File: src/sv/sttq_pkg.sv
// Package for the scheduled tick timer queue.
// Holds command and result codes and the payload types; no dependencies.
package sttq_pkg;

    localparam logic [1:0] CMD_SCHEDULE = 2'd0;
    localparam logic [1:0] CMD_CANCEL   = 2'd1;
    localparam logic [1:0] CMD_QUERY    = 2'd2;
    localparam logic [1:0] CMD_ADVANCE  = 2'd3;

    localparam logic [2:0] RK_SCHEDULED = 3'd0;
    localparam logic [2:0] RK_CANCELLED = 3'd1;
    localparam logic [2:0] RK_QUERY     = 3'd2;
    localparam logic [2:0] RK_DUE       = 3'd3;
    localparam logic [2:0] RK_IDLE      = 3'd4;

    localparam int unsigned MAX_RESULTS = 16;

    typedef struct packed {
        logic [1:0]         cmd;
        logic signed [31:0] pos_x;
        logic signed [31:0] pos_y;
        logic signed [31:0] pos_z;
        logic signed [15:0] delay;
        logic [2:0]         tick_kind;
    } cmd_item_t;

    typedef struct packed {
        logic [2:0]         result_kind;
        logic signed [31:0] out_x;
        logic signed [31:0] out_y;
        logic signed [31:0] out_z;
        logic [2:0]         out_kind;
        logic               found;
        logic [4:0]         removed_count;
        logic               queue_full;
        logic               last;
    } result_item_t;

endpackage

File: src/sv/sttq_cmd_if.sv
// Valid/ready channel interface for command items.
// Depends on sttq_pkg for the payload type.
interface sttq_cmd_if;
    logic                valid;
    logic                ready;
    sttq_pkg::cmd_item_t data;
    modport source (output valid, output data, input ready);
    modport sink   (input valid, input data, output ready);
endinterface

File: src/sv/sttq_res_if.sv
// Valid/ready channel interface for result items.
// Depends on sttq_pkg for the payload type.
interface sttq_res_if;
    logic                   valid;
    logic                   ready;
    sttq_pkg::result_item_t data;
    modport source (output valid, output data, input ready);
    modport sink   (input valid, input data, output ready);
endinterface

File: src/sv/scheduled_tick_timer_queue.sv
// Scheduled tick timer queue: deferred ticks scanned one entry a cycle; uses sttq_pkg,
// sttq_cmd_if and sttq_res_if.
// After a command transfer, S_SCAN steps one shared compare through the table (QUEUE_DEPTH
// entries), S_EMIT registers the result and S_OUT holds it; each further due tick of an advance rescans.
// Not ready for a new command while busy, which includes while a result is stalled.
// Reset (rst_n, asynchronous) clears valid bits, the tick and order counters.
module scheduled_tick_timer_queue #(
    parameter int QUEUE_DEPTH = 16
) (
    input  logic         clk,
    input  logic         rst_n,
    sttq_cmd_if.sink     cmd_ch,
    sttq_res_if.source   res_ch
);
    import sttq_pkg::*;

    localparam int IW = (QUEUE_DEPTH > 1) ? $clog2(QUEUE_DEPTH) : 1;
    localparam int CW = $clog2(QUEUE_DEPTH + 1);
    localparam logic [IW-1:0] LAST_IDX = IW'(QUEUE_DEPTH - 1);

    localparam logic [2:0] S_IDLE = 3'd0;
    localparam logic [2:0] S_SCAN = 3'd1;
    localparam logic [2:0] S_EMIT = 3'd2;
    localparam logic [2:0] S_OUT  = 3'd3;

    logic [QUEUE_DEPTH-1:0] valid_reg;
    logic [31:0] ex [QUEUE_DEPTH];
    logic [31:0] ey [QUEUE_DEPTH];
    logic [31:0] ez [QUEUE_DEPTH];
    logic [63:0] et [QUEUE_DEPTH];
    logic [2:0]  ek [QUEUE_DEPTH];
    logic [31:0] eo [QUEUE_DEPTH];

    logic [31:0] order_reg;
    logic [63:0] tick_reg;
    logic [2:0]  state_reg;
    cmd_item_t   cmd_reg;
    logic [IW-1:0] idx_reg;
    logic        hit_reg;
    logic [CW-1:0] cnt_reg;
    logic        best_ok_reg;
    logic [IW-1:0] best_reg;
    logic [63:0] best_t_reg;
    logic [31:0] best_age_reg;
    logic [4:0]  nemit_reg;
    logic        ovalid_reg;
    result_item_t odata_reg;

    logic match;
    logic due;
    logic [31:0] age;
    logic better;
    logic [63:0] dly;
    logic        store;
    result_item_t emit_res;

    assign cmd_ch.ready = (state_reg == S_IDLE);
    assign res_ch.valid = ovalid_reg;
    assign res_ch.data  = odata_reg;

    always_comb
    begin
        match = valid_reg[idx_reg] && ex[idx_reg] == cmd_reg.pos_x
             && ey[idx_reg] == cmd_reg.pos_y && ez[idx_reg] == cmd_reg.pos_z;
        due = valid_reg[idx_reg] && et[idx_reg] <= tick_reg;
        age = order_reg - eo[idx_reg];
        better = !best_ok_reg || et[idx_reg] < best_t_reg
              || (et[idx_reg] == best_t_reg && age > best_age_reg);
        if (cmd_reg.delay[15] || cmd_reg.delay == 16'sd0)
            dly = 64'd1;
        else
            dly = {48'd0, cmd_reg.delay};
        store = (state_reg == S_EMIT) && (cmd_reg.cmd == CMD_SCHEDULE) && hit_reg;
    end

    // result of the finished scan
    always_comb
    begin
        emit_res      = '0;
        emit_res.last = 1'b1;
        unique case (cmd_reg.cmd)
            CMD_SCHEDULE:
            begin
                emit_res.result_kind = RK_SCHEDULED;
                emit_res.queue_full  = !hit_reg;
            end
            CMD_CANCEL:
            begin
                emit_res.result_kind = RK_CANCELLED;
                if (cnt_reg > CW'(31))
                    emit_res.removed_count = 5'd31;
                else
                    emit_res.removed_count = 5'(cnt_reg);
            end
            CMD_QUERY:
            begin
                emit_res.result_kind = RK_QUERY;
                emit_res.found       = hit_reg;
            end
            CMD_ADVANCE:
            begin
                if (best_ok_reg)
                begin
                    emit_res.result_kind = RK_DUE;
                    emit_res.out_x       = ex[best_reg];
                    emit_res.out_y       = ey[best_reg];
                    emit_res.out_z       = ez[best_reg];
                    emit_res.out_kind    = ek[best_reg];
                    // final when no other entry was due or the result limit is reached
                    emit_res.last = (cnt_reg == CW'(1))
                                 || (nemit_reg == 5'(MAX_RESULTS - 1));
                end
                else
                    emit_res.result_kind = RK_IDLE;
            end
            default: ;
        endcase
    end

    always_ff @(posedge clk)
    begin
        if (store)
        begin
            ex[best_reg] <= cmd_reg.pos_x;
            ey[best_reg] <= cmd_reg.pos_y;
            ez[best_reg] <= cmd_reg.pos_z;
            et[best_reg] <= tick_reg + dly;
            ek[best_reg] <= cmd_reg.tick_kind;
            eo[best_reg] <= order_reg;
        end
    end

    always_ff @(posedge clk or negedge rst_n)
    begin
        if (!rst_n)
        begin
            valid_reg  <= '0;
            order_reg  <= '0;
            tick_reg   <= '0;
            state_reg  <= S_IDLE;
            ovalid_reg <= 1'b0;
            idx_reg    <= '0;
            hit_reg    <= 1'b0;
            cnt_reg    <= '0;
            best_ok_reg <= 1'b0;
            nemit_reg  <= '0;
        end
        else
        begin
            unique case (state_reg)
                S_IDLE:
                begin
                    if (cmd_ch.valid)
                    begin
                        cmd_reg     <= cmd_ch.data;
                        idx_reg     <= '0;
                        hit_reg     <= 1'b0;
                        cnt_reg     <= '0;
                        best_ok_reg <= 1'b0;
                        nemit_reg   <= '0;
                        if (cmd_ch.data.cmd == CMD_ADVANCE)
                            tick_reg <= tick_reg + 64'd1;
                        state_reg <= S_SCAN;
                    end
                end
                S_SCAN:
                begin
                    // one entry per cycle through the shared compare
                    unique case (cmd_reg.cmd)
                        CMD_SCHEDULE:
                        begin
                            if (!valid_reg[idx_reg] && !hit_reg)
                            begin
                                hit_reg <= 1'b1;
                                best_reg <= idx_reg;
                            end
                        end
                        CMD_CANCEL:
                        begin
                            if (match)
                            begin
                                valid_reg[idx_reg] <= 1'b0;
                                cnt_reg <= cnt_reg + CW'(1);
                            end
                        end
                        CMD_QUERY:
                        begin
                            if (match)
                                hit_reg <= 1'b1;
                        end
                        CMD_ADVANCE:
                        begin
                            if (due)
                            begin
                                cnt_reg <= cnt_reg + CW'(1);
                                if (better)
                                begin
                                    best_ok_reg  <= 1'b1;
                                    best_reg     <= idx_reg;
                                    best_t_reg   <= et[idx_reg];
                                    best_age_reg <= age;
                                end
                            end
                        end
                        default: ;
                    endcase
                    if (idx_reg == LAST_IDX)
                        state_reg <= S_EMIT;
                    else
                        idx_reg <= idx_reg + IW'(1);
                end
                S_EMIT:
                begin
                    odata_reg  <= emit_res;
                    ovalid_reg <= 1'b1;
                    state_reg  <= S_OUT;
                    if (store)
                    begin
                        valid_reg[best_reg] <= 1'b1;
                        order_reg <= order_reg + 32'd1;
                    end
                    if (cmd_reg.cmd == CMD_ADVANCE && best_ok_reg)
                    begin
                        valid_reg[best_reg] <= 1'b0;
                        nemit_reg <= nemit_reg + 5'd1;
                    end
                end
                S_OUT:
                begin
                    if (res_ch.ready)
                    begin
                        ovalid_reg <= 1'b0;
                        if (odata_reg.last)
                            state_reg <= S_IDLE;
                        else
                        begin
                            // rescan for the next due tick
                            idx_reg     <= '0;
                            best_ok_reg <= 1'b0;
                            cnt_reg     <= '0;
                            state_reg   <= S_SCAN;
                        end
                    end
                end
                default: state_reg <= S_IDLE;
            endcase
        end
    end

endmodule

File: src/flat_wrapper.sv
// flat-port wrapper written by rule: the top's interface ports become plain ports
module scheduled_tick_timer_queue_flat import sttq_pkg::*;
#(
    parameter int QUEUE_DEPTH = 16
)
  (clk, rst_n, cmd_ch_valid, cmd_ch_data, cmd_ch_ready, res_ch_valid, res_ch_data, res_ch_ready);
  sttq_cmd_if cmd_ch_i ();
  sttq_res_if res_ch_i ();
  input  logic clk;
  input  logic rst_n;
  input wire logic [$bits(cmd_ch_i.valid)-1:0] cmd_ch_valid;
  input wire logic [$bits(cmd_ch_i.data)-1:0] cmd_ch_data;
  output wire logic [$bits(cmd_ch_i.ready)-1:0] cmd_ch_ready;
  output wire logic [$bits(res_ch_i.valid)-1:0] res_ch_valid;
  output wire logic [$bits(res_ch_i.data)-1:0] res_ch_data;
  input wire logic [$bits(res_ch_i.ready)-1:0] res_ch_ready;
  assign cmd_ch_i.valid = cmd_ch_valid;
  assign cmd_ch_i.data = cmd_ch_data;
  assign cmd_ch_ready = cmd_ch_i.ready;
  assign res_ch_valid = res_ch_i.valid;
  assign res_ch_data = res_ch_i.data;
  assign res_ch_i.ready = res_ch_ready;
  scheduled_tick_timer_queue #(.QUEUE_DEPTH(QUEUE_DEPTH)) u_core (.clk(clk), .rst_n(rst_n), .cmd_ch(cmd_ch_i), .res_ch(res_ch_i));
endmodule
File: config.mk
export PLATFORM = sky130hd
export DESIGN_NAME = scheduled_tick_timer_queue_flat
export DESIGN_NICKNAME = d
export VERILOG_FILES = /design/src/sv/sttq_pkg.sv /design/src/sv/sttq_cmd_if.sv /design/src/sv/sttq_res_if.sv /design/src/sv/scheduled_tick_timer_queue.sv /design/src/flat_wrapper.sv
export SDC_FILE = /design/constraint.sdc
export NUM_CORES = 2
export LEC_CHECK = 0
export ABC_AREA = 1
export BUFFER_PORTS_ARGS = -buffer_cell sky130_fd_sc_hd__buf_2
export CAP_MARGIN = 20
export CELL_PAD_IN_SITES_DETAIL_PLACEMENT = 1
export CELL_PAD_IN_SITES_GLOBAL_PLACEMENT = 1
export CORE_UTILIZATION = 51
export DETAILED_ROUTE_END_ITERATION = 12
export PLACE_DENSITY = 0.82
export SLEW_MARGIN = 20
export SYNTH_ARGS = -nofsm -noshare
export SYNTH_HDL_FRONTEND = slang
export SYNTH_SLANG_ARGS = --single-unit
export TNS_END_PERCENT = 10
File: constraint.sdc
create_clock -name clk -period 17.3 [get_ports clk]
set_clock_uncertainty 0.05 [all_clocks]
set_input_delay 0.865 -clock clk [delete_from_list [all_inputs] [get_ports clk]]
set_output_delay 0.865 -clock clk [all_outputs]
set_load 0.02 [all_outputs]
==> results.md <==
- Status: complete, no violations
- Post-synthesis register bit count: 3578
- Crit-path most repeated cell: nand2_1
- Wirelength per Cell: roughly 29 um
- Post-Syn Nets: between 10000 and 15000
- NumNets Final: 14900
- DRC Markers: 0
- DRT Pass-1 Iters: 6
- Required @ worst endpoint: 17.84 ns
- First-pass GRT wire length: ~800000 um
- Vias: 121600
- Mean post-synth cell area: between 10 and 15 um2
- Largest net degree at the start of global routing: 229
- Layout cell share with drive strength beyond 1: 0.07178
- Slowest CP cell: dfrtp_4
- Total Die Area: roughly 0.32 mm2
- Fin crit share: 0.5518
- Final Hold Viols: 0
- Min-delay worst type: input port to flip-flop
- Distinct cells, synth: 61
- Synthesized cell area: 0.1599 mm2
- Initial Util: 0.5127
- Crit end category: flip-flop
- Port Buffers: 232
- Largest register FFs: 1024
- Clock period minus worst slack: 9.546 ns
- Final number of max-transition violations: 0
- Arrival time at the worst endpoint: 10.08 ns
- Primary FF master, synth: edfxtp_1
- Worst Max-Slew Pin Slew: roughly 1.2 ns
- Top Ports: 233
- Clock sinks: 3578
- Post-route setup slack: around 7.8 ns
- Max Clk Rate: 104.8 MHz
- CTS root buf: clkbuf_16
- Final setup fails: 0
- Grt total ovfl: 0
- Crit Path Max Fanout: 184
- Worst hold margin: 0.03942 ns
- TritonCTS clock tree: yes
- # Post-CTS Setup Buffers: 0
- Pre-CTS setup slack: approximately 7.9 ns
- Crit path launch type: flip-flop
- Syn Inst Count: 14530
- Final HPWL DP: approximately 280000 um
- Peak supply drop: 133.7 uV
- Relative slew slack: 0.1910
- Layout fillers: 32470
- RSZ-0062 raised after global routing: no
- Final ANT Viol Nets: 0
- Die Ht: 562.0 um
- Layout area overhead: 11.23%
- Setup TNS: 0 ns
- H-tree Lvls: 5
- Pwr Density: between 100 and 150 mW/mm2
- EDFF count, synth: 3447
- Row cnt: 205
- 1st-iter DRT viols: between 10000 and 15000
- Pleak: 0.06718 uW
- CTS Buf Count: between 300 and 400
- Yosys warnings: 0
- Clock transition at path regs: 0.06 ns
- FF+latch area: 0.1068 mm2
- CP peak stage delay: between 0.9 and 1 ns
- Vias per inst: 6.398
- Clock Tree Buf Depth: 4
- Ys async rst share: 0.03661
- Sequential area share after synthesis: 0.6678
- WS Path Type: flip-flop to flip-flop
- Total Power: 24560 uW
- Initial antenna violation count: 7
- Multi-input logic area: 0.04569 mm2
- Clk Latency, worst-skew pair: 0.98 ns
- GRT Overall Usage: 0.3372
- Number of global-route vias before repair: 128100
- Routability cong.: 0.8943
- Core area: 0.3119 mm2
- Reg with most FFs: u_core.et
- Die W: approximately 560 um
- Maxcap violations: 0
- Detailed-route wire length: 546800 um
## power by group
part / internal, uW / leakage [uW] / total [uW] / switching (uW)
logic: 1790 / 0.0268 / 6340 / 4540
clock network: 4750 / 0.00603 / 8260 / 3510
registers: 9750 / 0.0344 / 9960 / 210
## final timing paths
| kind | from | end | slack [ns] | cells past startpoint |
|---|---|---|---|---|
| max | u_core.idx_reg[0]$_DFFE_PN0P_ | u_core.best_t_reg[7]$_DFFE_PP_ | 7.75 | 34 |
| min | cmd_ch_data[103] | u_core.cmd_reg[103]$_DFFE_PP_ | 0.04 | 1 |
| max reg2reg | u_core.idx_reg[0]$_DFFE_PN0P_ | u_core.best_t_reg[7]$_DFFE_PP_ | 7.75 | 34 |
| min reg2reg | u_core.tick_reg[30]$_DFFE_PN0P_ | u_core.tick_reg[30]$_DFFE_PN0P_ | 0.42 | 1 |
| max in group asynchronous | rst_n | u_core.idx_reg[1]$_DFFE_PN0P_ | 15.41 | 4 |
| min in group asynchronous | rst_n | u_core.tick_reg[4]$_DFFE_PN0P_ | 0.27 | 2 |
## layout make-up
class,instances,area share
clock buffers,488,0.05737
repair buffers,487,0.02025
flip-flops and latches,3578,0.6004
clock inverters,200,0.01185
well taps,4140,0.02912
multi-input cells,8989,0.2569
diodes,6,0.00008441
inverters,1122,0.02404
## synth_stat cells (164+ instances only)
| cell type | n | area, um2 |
|---|---|---|
| ha_1 | 222 | 2778 |
| o221ai_1 | 215 | 1883 |
| edfxtp_1 | 3447 | 103500 |
| inv_1 | 1114 | 4182 |
| o22ai_1 | 398 | 2490 |
| o21ai_0 | 1266 | 6336 |
| xor2_1 | 164 | 1436 |
| buf_2 | 204 | 1021 |
| nand2_1 | 3020 | 11340 |
| nand3_1 | 372 | 1862 |
| clkbuf_1 | 534 | 2004 |
| a22oi_1 | 595 | 4467 |
| nor2_1 | 1887 | 7083 |
## per-layer routing
metal	global-route usage	vias up	part of all wire	wire length, um
li1	-	51490	-	-
met4	0.1727	0	0.054	29580
met2	0.5742	6802	0.49	267700
met1	0.4204	61630	0.37	203200
met3	0.04840	1706	0.085	46310
met5	0	-	0	0
## cells by family after synthesis
logic type                 synth area share
and+or+nand+nor                      0.1366
DFF                                  0.6678
AOI/OAI and AO/OA                    0.1184
buffers and inverters               0.04929
adders and majority gates           0.01762
xor gates and xnor gates            0.01024
other                            0.00002345
## placed cells by master, fill, tap and decap left out, types with 39 or more instances in the layout
master / n
clkbuf_1: 88
clkbuf_16: 388
a22oi_1: 595
o22ai_1: 398
clkinv_1: 69
dfrtp_1: 129
edfxtp_1: 3447
nor3_1: 82
inv_1: 1110
clkinv_2: 70
o21ai_1: 137
a21oi_1: 146
ha_1: 222
nand3_1: 372
o221ai_1: 215
dlygate4sd3_1: 60
a41oi_1: 99
buf_2: 231
bufinv_16: 39
nand4_1: 114
o21ai_0: 1266
nand2_1: 3018
buf_4: 165
xor2_1: 136
nor2_1: 1862
## critical path, delay by kind of cell (launching register included)
family / cells / cell delay [ns]
AOI/OAI and AO/OA: 9 / 2.16
xor gates and xnor gates: 1 / 0.30
adders and majority gates: 3 / 0.89
buffers and inverters: 8 / 3.06
DFF: 1 / 0.96
and+or+nand+nor: 13 / 1.38
## through the flow
| stage | instances | util | cell area (um2) |
|---|---|---|---|
| final | 19010 | 0.5703 | 177900 |
| after global routing | 19010 | 0.5702 | 177900 |
| after CTS | 19000 | 0.5694 | 177600 |
| after detailed placement | 18250 | 0.5280 | 164700 |
| after global placement | 18250 | 0.5279 | 164600 |
| after floorplan | 14530 | - | 159900 |
## timing repair
action,in CTS,in global routing
hold buffers,60,0
hold endpoints to repair,61,0
gates resized for setup,0,0
No activity file was read; power rests on OpenSTA's default activity.
